===== src/sv/gbn_pkg.sv =====
// Shared constants and codes for the go-back-N sender.
package gbn_pkg;

  localparam int SEQ_SPACE    = 8;
  localparam int SEQ_W        = $clog2(SEQ_SPACE);
  localparam int PAYLOAD_BITS = 32;
  localparam int KIND_W       = 2;
  localparam int EV_W         = 3;
  localparam int WIN_W        = 3;
  localparam int TMO_W        = 16;
  localparam int CFG_W        = 16;
  localparam int CFG_IDX_W    = 1;

  // input word kinds
  localparam logic [KIND_W-1:0] KIND_SEND = 2'd0;
  localparam logic [KIND_W-1:0] KIND_ACK  = 2'd1;
  localparam logic [KIND_W-1:0] KIND_TICK = 2'd2;

  // result events
  localparam logic [EV_W-1:0] EV_SENT    = 3'd0;
  localparam logic [EV_W-1:0] EV_RESENT  = 3'd1;
  localparam logic [EV_W-1:0] EV_FULL    = 3'd2;
  localparam logic [EV_W-1:0] EV_ACK     = 3'd3;
  localparam logic [EV_W-1:0] EV_IGNORED = 3'd4;

  // configuration register indexes
  localparam logic [CFG_IDX_W-1:0] CFG_WINDOW  = 1'b0;
  localparam logic [CFG_IDX_W-1:0] CFG_TIMEOUT = 1'b1;

  localparam logic [WIN_W-1:0] WINDOW_RESET  = 3'd4;
  localparam logic [TMO_W-1:0] TIMEOUT_RESET = 16'd3;

endpackage


===== src/sv/gbn_ram.sv =====
// Generic single-write, single-read RAM with registered read data.
module gbn_ram #(
  parameter int WIDTH = 32,
  parameter int DEPTH = 8
) (
  input  logic                     clk,
  input  logic                     we,
  input  logic [$clog2(DEPTH)-1:0] waddr,
  input  logic [WIDTH-1:0]         wdata,
  input  logic [$clog2(DEPTH)-1:0] raddr,
  output logic [WIDTH-1:0]         rdata
);

  logic [WIDTH-1:0] mem [DEPTH];

  always_ff @(posedge clk) begin
    if (we) begin
      mem[waddr] <= wdata;
    end
    rdata <= mem[raddr];
  end

endmodule


===== src/sv/go_back_n_sender.sv =====
// Go-back-N sender top level: window control, timer and frame store.
//
// Usage: an input word (send request, acknowledgement or timer tick) is
// taken on a rising edge with start high and busy low. Results appear on the
// out_ ports for one cycle each, flagged by out_valid; out_last marks the
// final result of an input word. The receiver cannot stall the block.
// The result of a send or an ack appears in the cycle after the word is
// taken; sends and acks leave busy low. A tick that does not expire gives
// no result. An expiring tick resends every outstanding frame, one per
// cycle starting the cycle after the tick, read from the frame store RAM;
// busy stays high until the last frame of the burst is on the ports.
// Configuration (window size, timeout) is written through cfg_we/cfg_index/
// cfg_wdata and takes effect at once; write it only while idle.
// Reset: base and next sequence numbers and the timer clear, the window
// returns to 4 and the timeout to 3 ticks. The frame store is not cleared;
// only entries written by a send are ever read back.
module go_back_n_sender (
  input  logic                               clk,
  input  logic                               rst_n,
  input  logic                               start,
  output logic                               busy,
  input  logic [gbn_pkg::KIND_W-1:0]         in_kind,
  input  logic [gbn_pkg::PAYLOAD_BITS-1:0]   in_payload,
  input  logic [gbn_pkg::SEQ_W-1:0]          in_ack_seq,
  input  logic [gbn_pkg::SEQ_W-1:0]          in_ack_check,
  output logic                               out_valid,
  output logic [gbn_pkg::EV_W-1:0]           out_event_res,
  output logic [gbn_pkg::SEQ_W-1:0]          out_frame_seq,
  output logic [gbn_pkg::SEQ_W-1:0]          out_frame_check,
  output logic [gbn_pkg::PAYLOAD_BITS-1:0]   out_frame_payload,
  output logic [gbn_pkg::SEQ_W-1:0]          out_outstanding,
  output logic                               out_last,
  input  logic                               cfg_we,
  input  logic [gbn_pkg::CFG_IDX_W-1:0]      cfg_index,
  input  logic [gbn_pkg::CFG_W-1:0]          cfg_wdata
);

  typedef enum logic [1:0] {
    ST_IDLE  = 2'b01,
    ST_BURST = 2'b10
  } state_t;

  localparam int SW = gbn_pkg::SEQ_W;
  localparam int PW = gbn_pkg::PAYLOAD_BITS;

  state_t                     state_r, state_nxt;
  logic [SW-1:0]              base_r, base_nxt;
  logic [SW-1:0]              next_r, next_nxt;
  logic [gbn_pkg::TMO_W-1:0]  timer_r, timer_nxt;
  logic [gbn_pkg::WIN_W-1:0]  window_r;
  logic [gbn_pkg::TMO_W-1:0]  timeout_r;
  logic [SW-1:0]              idx_r, idx_nxt;

  logic                       out_valid_r, out_valid_nxt;
  logic [gbn_pkg::EV_W-1:0]   out_event_r, out_event_nxt;
  logic [SW-1:0]              out_seq_r, out_seq_nxt;
  logic [PW-1:0]              out_pay_r, out_pay_nxt;
  logic                       out_resend_r, out_resend_nxt;
  logic [SW-1:0]              out_outst_r, out_outst_nxt;
  logic                       out_last_r, out_last_nxt;

  logic                       accept;
  logic [SW-1:0]              outst;
  logic [gbn_pkg::WIN_W-1:0]  win;
  logic [SW-1:0]              ack_dist;
  logic [SW-1:0]              ack_base;
  logic [gbn_pkg::TMO_W-1:0]  limit;
  logic [gbn_pkg::TMO_W-1:0]  timer_inc;
  logic [SW-1:0]              rd_idx;
  logic [SW-1:0]              burst_idx;

  logic                       ram_we;
  logic [SW-1:0]              ram_raddr;
  logic [PW-1:0]              ram_rdata;

  gbn_ram #(
    .WIDTH (PW),
    .DEPTH (gbn_pkg::SEQ_SPACE)
  ) u_frame_store (
    .clk   (clk),
    .we    (ram_we),
    .waddr (next_r),
    .wdata (in_payload),
    .raddr (ram_raddr),
    .rdata (ram_rdata)
  );

  assign busy   = (state_r != ST_IDLE);
  assign accept = start && (state_r == ST_IDLE);

  assign outst     = next_r - base_r;
  assign win       = (window_r > gbn_pkg::WIN_W'(gbn_pkg::SEQ_SPACE - 1)) ?
                     gbn_pkg::WIN_W'(gbn_pkg::SEQ_SPACE - 1) : window_r;
  assign ack_dist  = in_ack_seq - base_r;
  assign ack_base  = in_ack_seq + SW'(1);
  assign limit     = (timeout_r == '0) ? gbn_pkg::TMO_W'(1) : timeout_r;
  assign timer_inc = (timer_r == '1) ? timer_r : timer_r + gbn_pkg::TMO_W'(1);
  assign burst_idx = idx_r + SW'(1);

  // read one entry ahead of the frame being shown
  assign rd_idx    = (state_r == ST_BURST) ? burst_idx : '0;
  assign ram_raddr = base_r + rd_idx;

  assign ram_we = accept && (in_kind == gbn_pkg::KIND_SEND) &&
                  ({{(gbn_pkg::WIN_W > SW ? gbn_pkg::WIN_W - SW : 0){1'b0}}, outst} < win);

  always_comb begin
    state_nxt      = state_r;
    base_nxt       = base_r;
    next_nxt       = next_r;
    timer_nxt      = timer_r;
    idx_nxt        = idx_r;
    out_valid_nxt  = 1'b0;
    out_event_nxt  = out_event_r;
    out_seq_nxt    = out_seq_r;
    out_pay_nxt    = out_pay_r;
    out_resend_nxt = out_resend_r;
    out_outst_nxt  = out_outst_r;
    out_last_nxt   = out_last_r;

    case (state_r)
      ST_IDLE: begin
        if (accept) begin
          case (in_kind)
            gbn_pkg::KIND_SEND: begin
              out_valid_nxt  = 1'b1;
              out_resend_nxt = 1'b0;
              out_last_nxt   = 1'b1;
              out_seq_nxt    = next_r;
              if (ram_we) begin
                out_event_nxt = gbn_pkg::EV_SENT;
                out_pay_nxt   = in_payload;
                out_outst_nxt = outst + SW'(1);
                next_nxt      = next_r + SW'(1);
                if (outst == '0) begin
                  timer_nxt = '0;
                end
              end else begin
                out_event_nxt = gbn_pkg::EV_FULL;
                out_pay_nxt   = '0;
                out_outst_nxt = outst;
              end
            end
            gbn_pkg::KIND_ACK: begin
              out_valid_nxt  = 1'b1;
              out_resend_nxt = 1'b0;
              out_last_nxt   = 1'b1;
              out_pay_nxt    = '0;
              if (in_ack_seq == in_ack_check && ack_dist < outst) begin
                base_nxt      = ack_base;
                timer_nxt     = '0;
                out_event_nxt = gbn_pkg::EV_ACK;
                out_seq_nxt   = ack_base;
                out_outst_nxt = next_r - ack_base;
              end else begin
                out_event_nxt = gbn_pkg::EV_IGNORED;
                out_seq_nxt   = base_r;
                out_outst_nxt = outst;
              end
            end
            gbn_pkg::KIND_TICK: begin
              if (outst == '0) begin
                timer_nxt = '0;
              end else if (timer_inc < limit) begin
                timer_nxt = timer_inc;
              end else begin
                // expiry: show the oldest frame next cycle, rest follow
                timer_nxt      = '0;
                out_valid_nxt  = 1'b1;
                out_resend_nxt = 1'b1;
                out_event_nxt  = gbn_pkg::EV_RESENT;
                out_seq_nxt    = base_r;
                out_outst_nxt  = outst;
                out_last_nxt   = (outst == SW'(1));
                idx_nxt        = '0;
                if (outst != SW'(1)) begin
                  state_nxt = ST_BURST;
                end
              end
            end
            default: begin
            end
          endcase
        end
      end
      ST_BURST: begin
        out_valid_nxt  = 1'b1;
        out_resend_nxt = 1'b1;
        out_event_nxt  = gbn_pkg::EV_RESENT;
        out_seq_nxt    = base_r + burst_idx;
        out_outst_nxt  = outst;
        out_last_nxt   = (burst_idx + SW'(1) == outst);
        idx_nxt        = burst_idx;
        if (burst_idx + SW'(1) == outst) begin
          state_nxt = ST_IDLE;
        end
      end
      default: begin
        state_nxt = ST_IDLE;
      end
    endcase
  end

  always_ff @(posedge clk) begin
    if (!rst_n) begin
      state_r     <= ST_IDLE;
      base_r      <= '0;
      next_r      <= '0;
      timer_r     <= '0;
      idx_r       <= '0;
      out_valid_r <= 1'b0;
      window_r    <= gbn_pkg::WINDOW_RESET;
      timeout_r   <= gbn_pkg::TIMEOUT_RESET;
    end else begin
      state_r     <= state_nxt;
      base_r      <= base_nxt;
      next_r      <= next_nxt;
      timer_r     <= timer_nxt;
      idx_r       <= idx_nxt;
      out_valid_r <= out_valid_nxt;
      if (cfg_we) begin
        case (cfg_index)
          gbn_pkg::CFG_WINDOW:  window_r  <= cfg_wdata[gbn_pkg::WIN_W-1:0];
          gbn_pkg::CFG_TIMEOUT: timeout_r <= cfg_wdata[gbn_pkg::TMO_W-1:0];
          default: begin
          end
        endcase
      end
    end
  end

  always_ff @(posedge clk) begin
    out_event_r  <= out_event_nxt;
    out_seq_r    <= out_seq_nxt;
    out_pay_r    <= out_pay_nxt;
    out_resend_r <= out_resend_nxt;
    out_outst_r  <= out_outst_nxt;
    out_last_r   <= out_last_nxt;
  end

  assign out_valid         = out_valid_r;
  assign out_event_res     = out_event_r;
  assign out_frame_seq     = out_seq_r;
  assign out_frame_check   = out_seq_r;
  assign out_frame_payload = out_resend_r ? ram_rdata : out_pay_r;
  assign out_outstanding   = out_outst_r;
  assign out_last          = out_last_r;

endmodule

===== config.mk =====
export PLATFORM = sky130hd
export DESIGN_NAME = go_back_n_sender
export DESIGN_NICKNAME = d
export VERILOG_FILES = /design/src/sv/gbn_pkg.sv /design/src/sv/gbn_ram.sv /design/src/sv/go_back_n_sender.sv
export SDC_FILE = /design/constraint.sdc
export NUM_CORES = 1
export LEC_CHECK = 0
export BUFFER_PORTS_ARGS = -buffer_cell sky130_fd_sc_hd__buf_2
export CAP_MARGIN = 20
export CORE_ASPECT_RATIO = 1.1
export CORE_MARGIN = 1
export CORE_UTILIZATION = 65
export CTS_CLUSTER_DIAMETER = 50
export DETAILED_ROUTE_END_ITERATION = 12
export GPL_TIMING_DRIVEN = 1
export PLACE_DENSITY = 0.93
export SYNTH_ARGS = -nofsm -noshare
export SYNTH_HDL_FRONTEND = slang
export SYNTH_HIERARCHICAL = 1
export SYNTH_SLANG_ARGS = --single-unit

===== constraint.sdc =====
create_clock -name clk -period 9.7 [get_ports clk]
set_input_delay 1.455 -clock clk [delete_from_list [all_inputs] [get_ports clk]]
set_output_delay 1.455 -clock clk [all_outputs]
set_load 0.01 [all_outputs]

==> metrics.txt <==
worst reg-to-reg path cell count 12; Worst Clk Skew 18.0 ps; Setup Crit Path Kind flop to flop; status completed; first-pass GRT wire length 52600 um; worst-margin pin slew 983 ps; I/O pin count 108; CTS buffer count 38; Yosys cell types 59; clock slew at reported path FFs 70 ps; FF+latch area 10600 um^2; Crit path top cell by count inv_1; Int Pwr 2.68 mW; Critical Path End u_frame_store/rdata[7]$_DFF_P_; Crit Path Max Fanout 64; top cell type's share of synthesized area 0.561; CTS Hold Bufs 0; Req. time, crit path 10120 ps; Die X-Extent 152 um; DP HPWL 19800 um; vias per cell 6.34; clk_lat worst skew 540 ps; syn_area_per_cell 16.0 um^2; dominant cell type by area after synthesis edfxtp_1; flop2flop setup slack 5090 ps; CTS root buf clkbuf_16; post-CTS setup buffer count 0; synth-to-layout area growth 13.5%; first drt pass iteration count 6; critical path's slowest cell buf_4; Remaining Overflow, GRT 0; DP Worst Slack 4980 ps; CTS tree yes; Synth warnings 6; Total GRT Usage 0.284; RSZ-0062 raised after global routing false; Clk pwr share 0.433; Setup TNS Final 0 ps; sequential area share after synthesis 0.660; power density over the cells 188 nW/um^2; Synth Cell Area 16000 um^2; H-tree depth 2; Total Wirelength 35500 um; Seq pwr share 0.521; Routed Antenna Nets 0; worst r2r dst u_frame_store/rdata[7]$_DFF_P_; Max-Cap Viols 0; crit-path cells inv_1 > ha_1 > clkinv_1 > nor2_1 > ha_4 > inv_1 > fa_1 > xnor2_1 > xnor2_2 > buf_4 > mux4_1 > mux2_2; die area 25200 um^2; Async S/R FF share, synth 0; switching pwr 0.734 mW; Final nets 1218; count of buffers from port buffering 107; number of synthesized flops with an enable pin 299; VDD IR max 130 uV; CP startpoint state_r[0]$_SDFFE_PN1P_; Final Hold Violating Endpoints 0; Filler Cell Count 1279; vias in the first global route 9379; Final setup viols 0; Lkg Pwr 6.51 nW; num rows 59; largest net degree at the start of global routing 65; net count after synthesis 1101; most frequent cell after synthesis edfxtp_1; CP Launch Type flop; Area contributors post-synth edfxtp_1 56%, dfxtp_1 9.9%, mux4_1 6.6%; core area 23900 um^2; Synth Register Bits 378; number of remaining DRC errors 0; Die Ht 167 um; min cycle time layout 4610 ps; Combinational Power Share 0.046; final slew viol count 0; fmax 0.217 GHz; fin crit share 0.475; slack of the critical path 5090 ps; footprint of the multi-input gates 5100 um^2; via count 9192; kind of end point of the critical path flop; Hold Path Class flop to flop; layout cells sized above 1 0.259; Starting Density 0.669; initial antenna violation count 1; synth cell count leaders 299 x edfxtp_1, 79 x dfxtp_1, 66 x mux2_2, 66 x nand2_1, 52 x nor2_1; Most used DFF post-synth edfxtp_1; DRT iter0 DRCs 865; Max Root-Sink Buffers 3; gpl congestion 0.914; post-cts gate resize count 0; slew margin rel. 0.343; instance count of the mapped netlist 997; max incr delay on CP 740 ps; switching power share of the total 0.215; Reg2Reg Launch Point state_r[0]$_SDFFE_PN1P_; critical path data arrival time 5030 ps; average wire per standard cell 24.5 um; clock sink count 378
[cell type report]
| class | instances | area share |
|---|---|---|
| diodes | 1 | 0.000138 |
| clock buffers | 49 | 0.0575 |
| clock inverters | 21 | 0.0123 |
| inverters | 46 | 0.00951 |
| multi-input cells | 527 | 0.281 |
| flip-flops and latches | 378 | 0.582 |
| well taps | 305 | 0.0210 |
| repair buffers | 123 | 0.0374 |
[worst min-delay path by stage]
stage	start	end	slack, ps	cells after the start
3_3_place_gp	timeout_r[13]$_SDFFE_PN0P_	timeout_r[13]$_SDFFE_PN0P_	450	2
4_1_cts	timeout_r[13]$_SDFFE_PN0P_	timeout_r[13]$_SDFFE_PN0P_	460	2
2_1_floorplan	timeout_r[11]$_SDFFE_PN0P_	timeout_r[11]$_SDFFE_PN0P_	440	2
6_report	timeout_r[11]$_SDFFE_PN0P_	timeout_r[11]$_SDFFE_PN0P_	460	2
5_1_grt	timeout_r[11]$_SDFFE_PN0P_	timeout_r[11]$_SDFFE_PN0P_	490	2
3_5_place_dp	timeout_r[13]$_SDFFE_PN0P_	timeout_r[13]$_SDFFE_PN0P_	450	2
[per-stage QoR]
step,hold slack [ps],cell area (um^2),instances,utilization,power [mW]
finish,458,18200,1450,0.759,3.42
global route,487,18200,1450,0.759,3.51
CTS,462,18100,1447,0.757,3.43
detailed placement,454,16900,1377,0.705,1.97
global placement,449,16900,1377,0.705,1.96
floorplan,436,16000,997,-,1.90
[state kept, by name (all words and copies together) (netlist names)]
| name | count |
|---|---|
| idx_r | 3 |
| timer_r | 16 |
| out_event_res | 3 |
| out_outstanding | 3 |
| timeout_r | 16 |
| base_r | 3 |
| state_r | 2 |
| window_r | 3 |
| out_last | 1 |
| next_r | 3 |
| out_resend_r | 1 |
| out_pay_r | 32 |
| u_frame_store/mem | 256 |
| out_valid | 1 |
| u_frame_store/rdata | 32 |
| out_frame_check | 3 |
[per-layer routing]
| layer | GRT usage | vias to the layer above | part of all wire |
|---|---|---|---|
| met5 | 0 | - | 0 |
| met4 | 0.128 | 0 | 0.034 |
| met3 | 0.0490 | 99 | 0.082 |
| met2 | 0.482 | 533 | 0.51 |
| met1 | 0.356 | 4489 | 0.37 |
| li1 | - | 4071 | - |
[layout by cell type, fill, tap and decap left out, drive strengths merged, types with 12 or more instances in the layout]
cell / instances
a21oi: 32
a31oi: 15
and2: 36
buf: 123
clkbuf: 49
dfxtp: 79
edfxtp: 299
ha: 38
inv: 51
mux2: 66
mux4: 64
nand2: 66
nand3: 20
nor2: 52
o21ai: 18
xnor2: 18
xor2: 12
[power by group through the flow]
stage | Clock [mW] | Combinational [mW] | Sequential (mW)
3_3_place_gp | 0 | 0.146 | 1.81
6_report | 1.48 | 0.157 | 1.78
5_1_grt | 1.56 | 0.170 | 1.78
2_1_floorplan | 0 | 0.0888 | 1.81
4_1_cts | 1.49 | 0.155 | 1.78
3_5_place_dp | 0 | 0.152 | 1.82
[worst max-delay path, delay by kind of cell, from the launching register on]
kind	cells	cell delay [ps]
buffers and inverters	4	1360
adder cells (fa/ha/maj)	3	1130
multiplexers	2	790
XOR/XNOR	2	470
AND/OR/NAND/NOR	1	400
flip-flops	1	320
[cell families after synthesis]
logic type               Yosys count  share of synthesized area
AO/OA/AOI/OAI                    106                     0.0436
flip-flops                       378                      0.660
AND/OR/NAND/NOR                  212                     0.0663
adder cells (fa/ha/maj)           43                     0.0360
multiplexers                     135                      0.149
buffers and inverters             92                     0.0271
XOR/XNOR                          31                     0.0179
No activity file was read; power rests on OpenSTA's default activity.
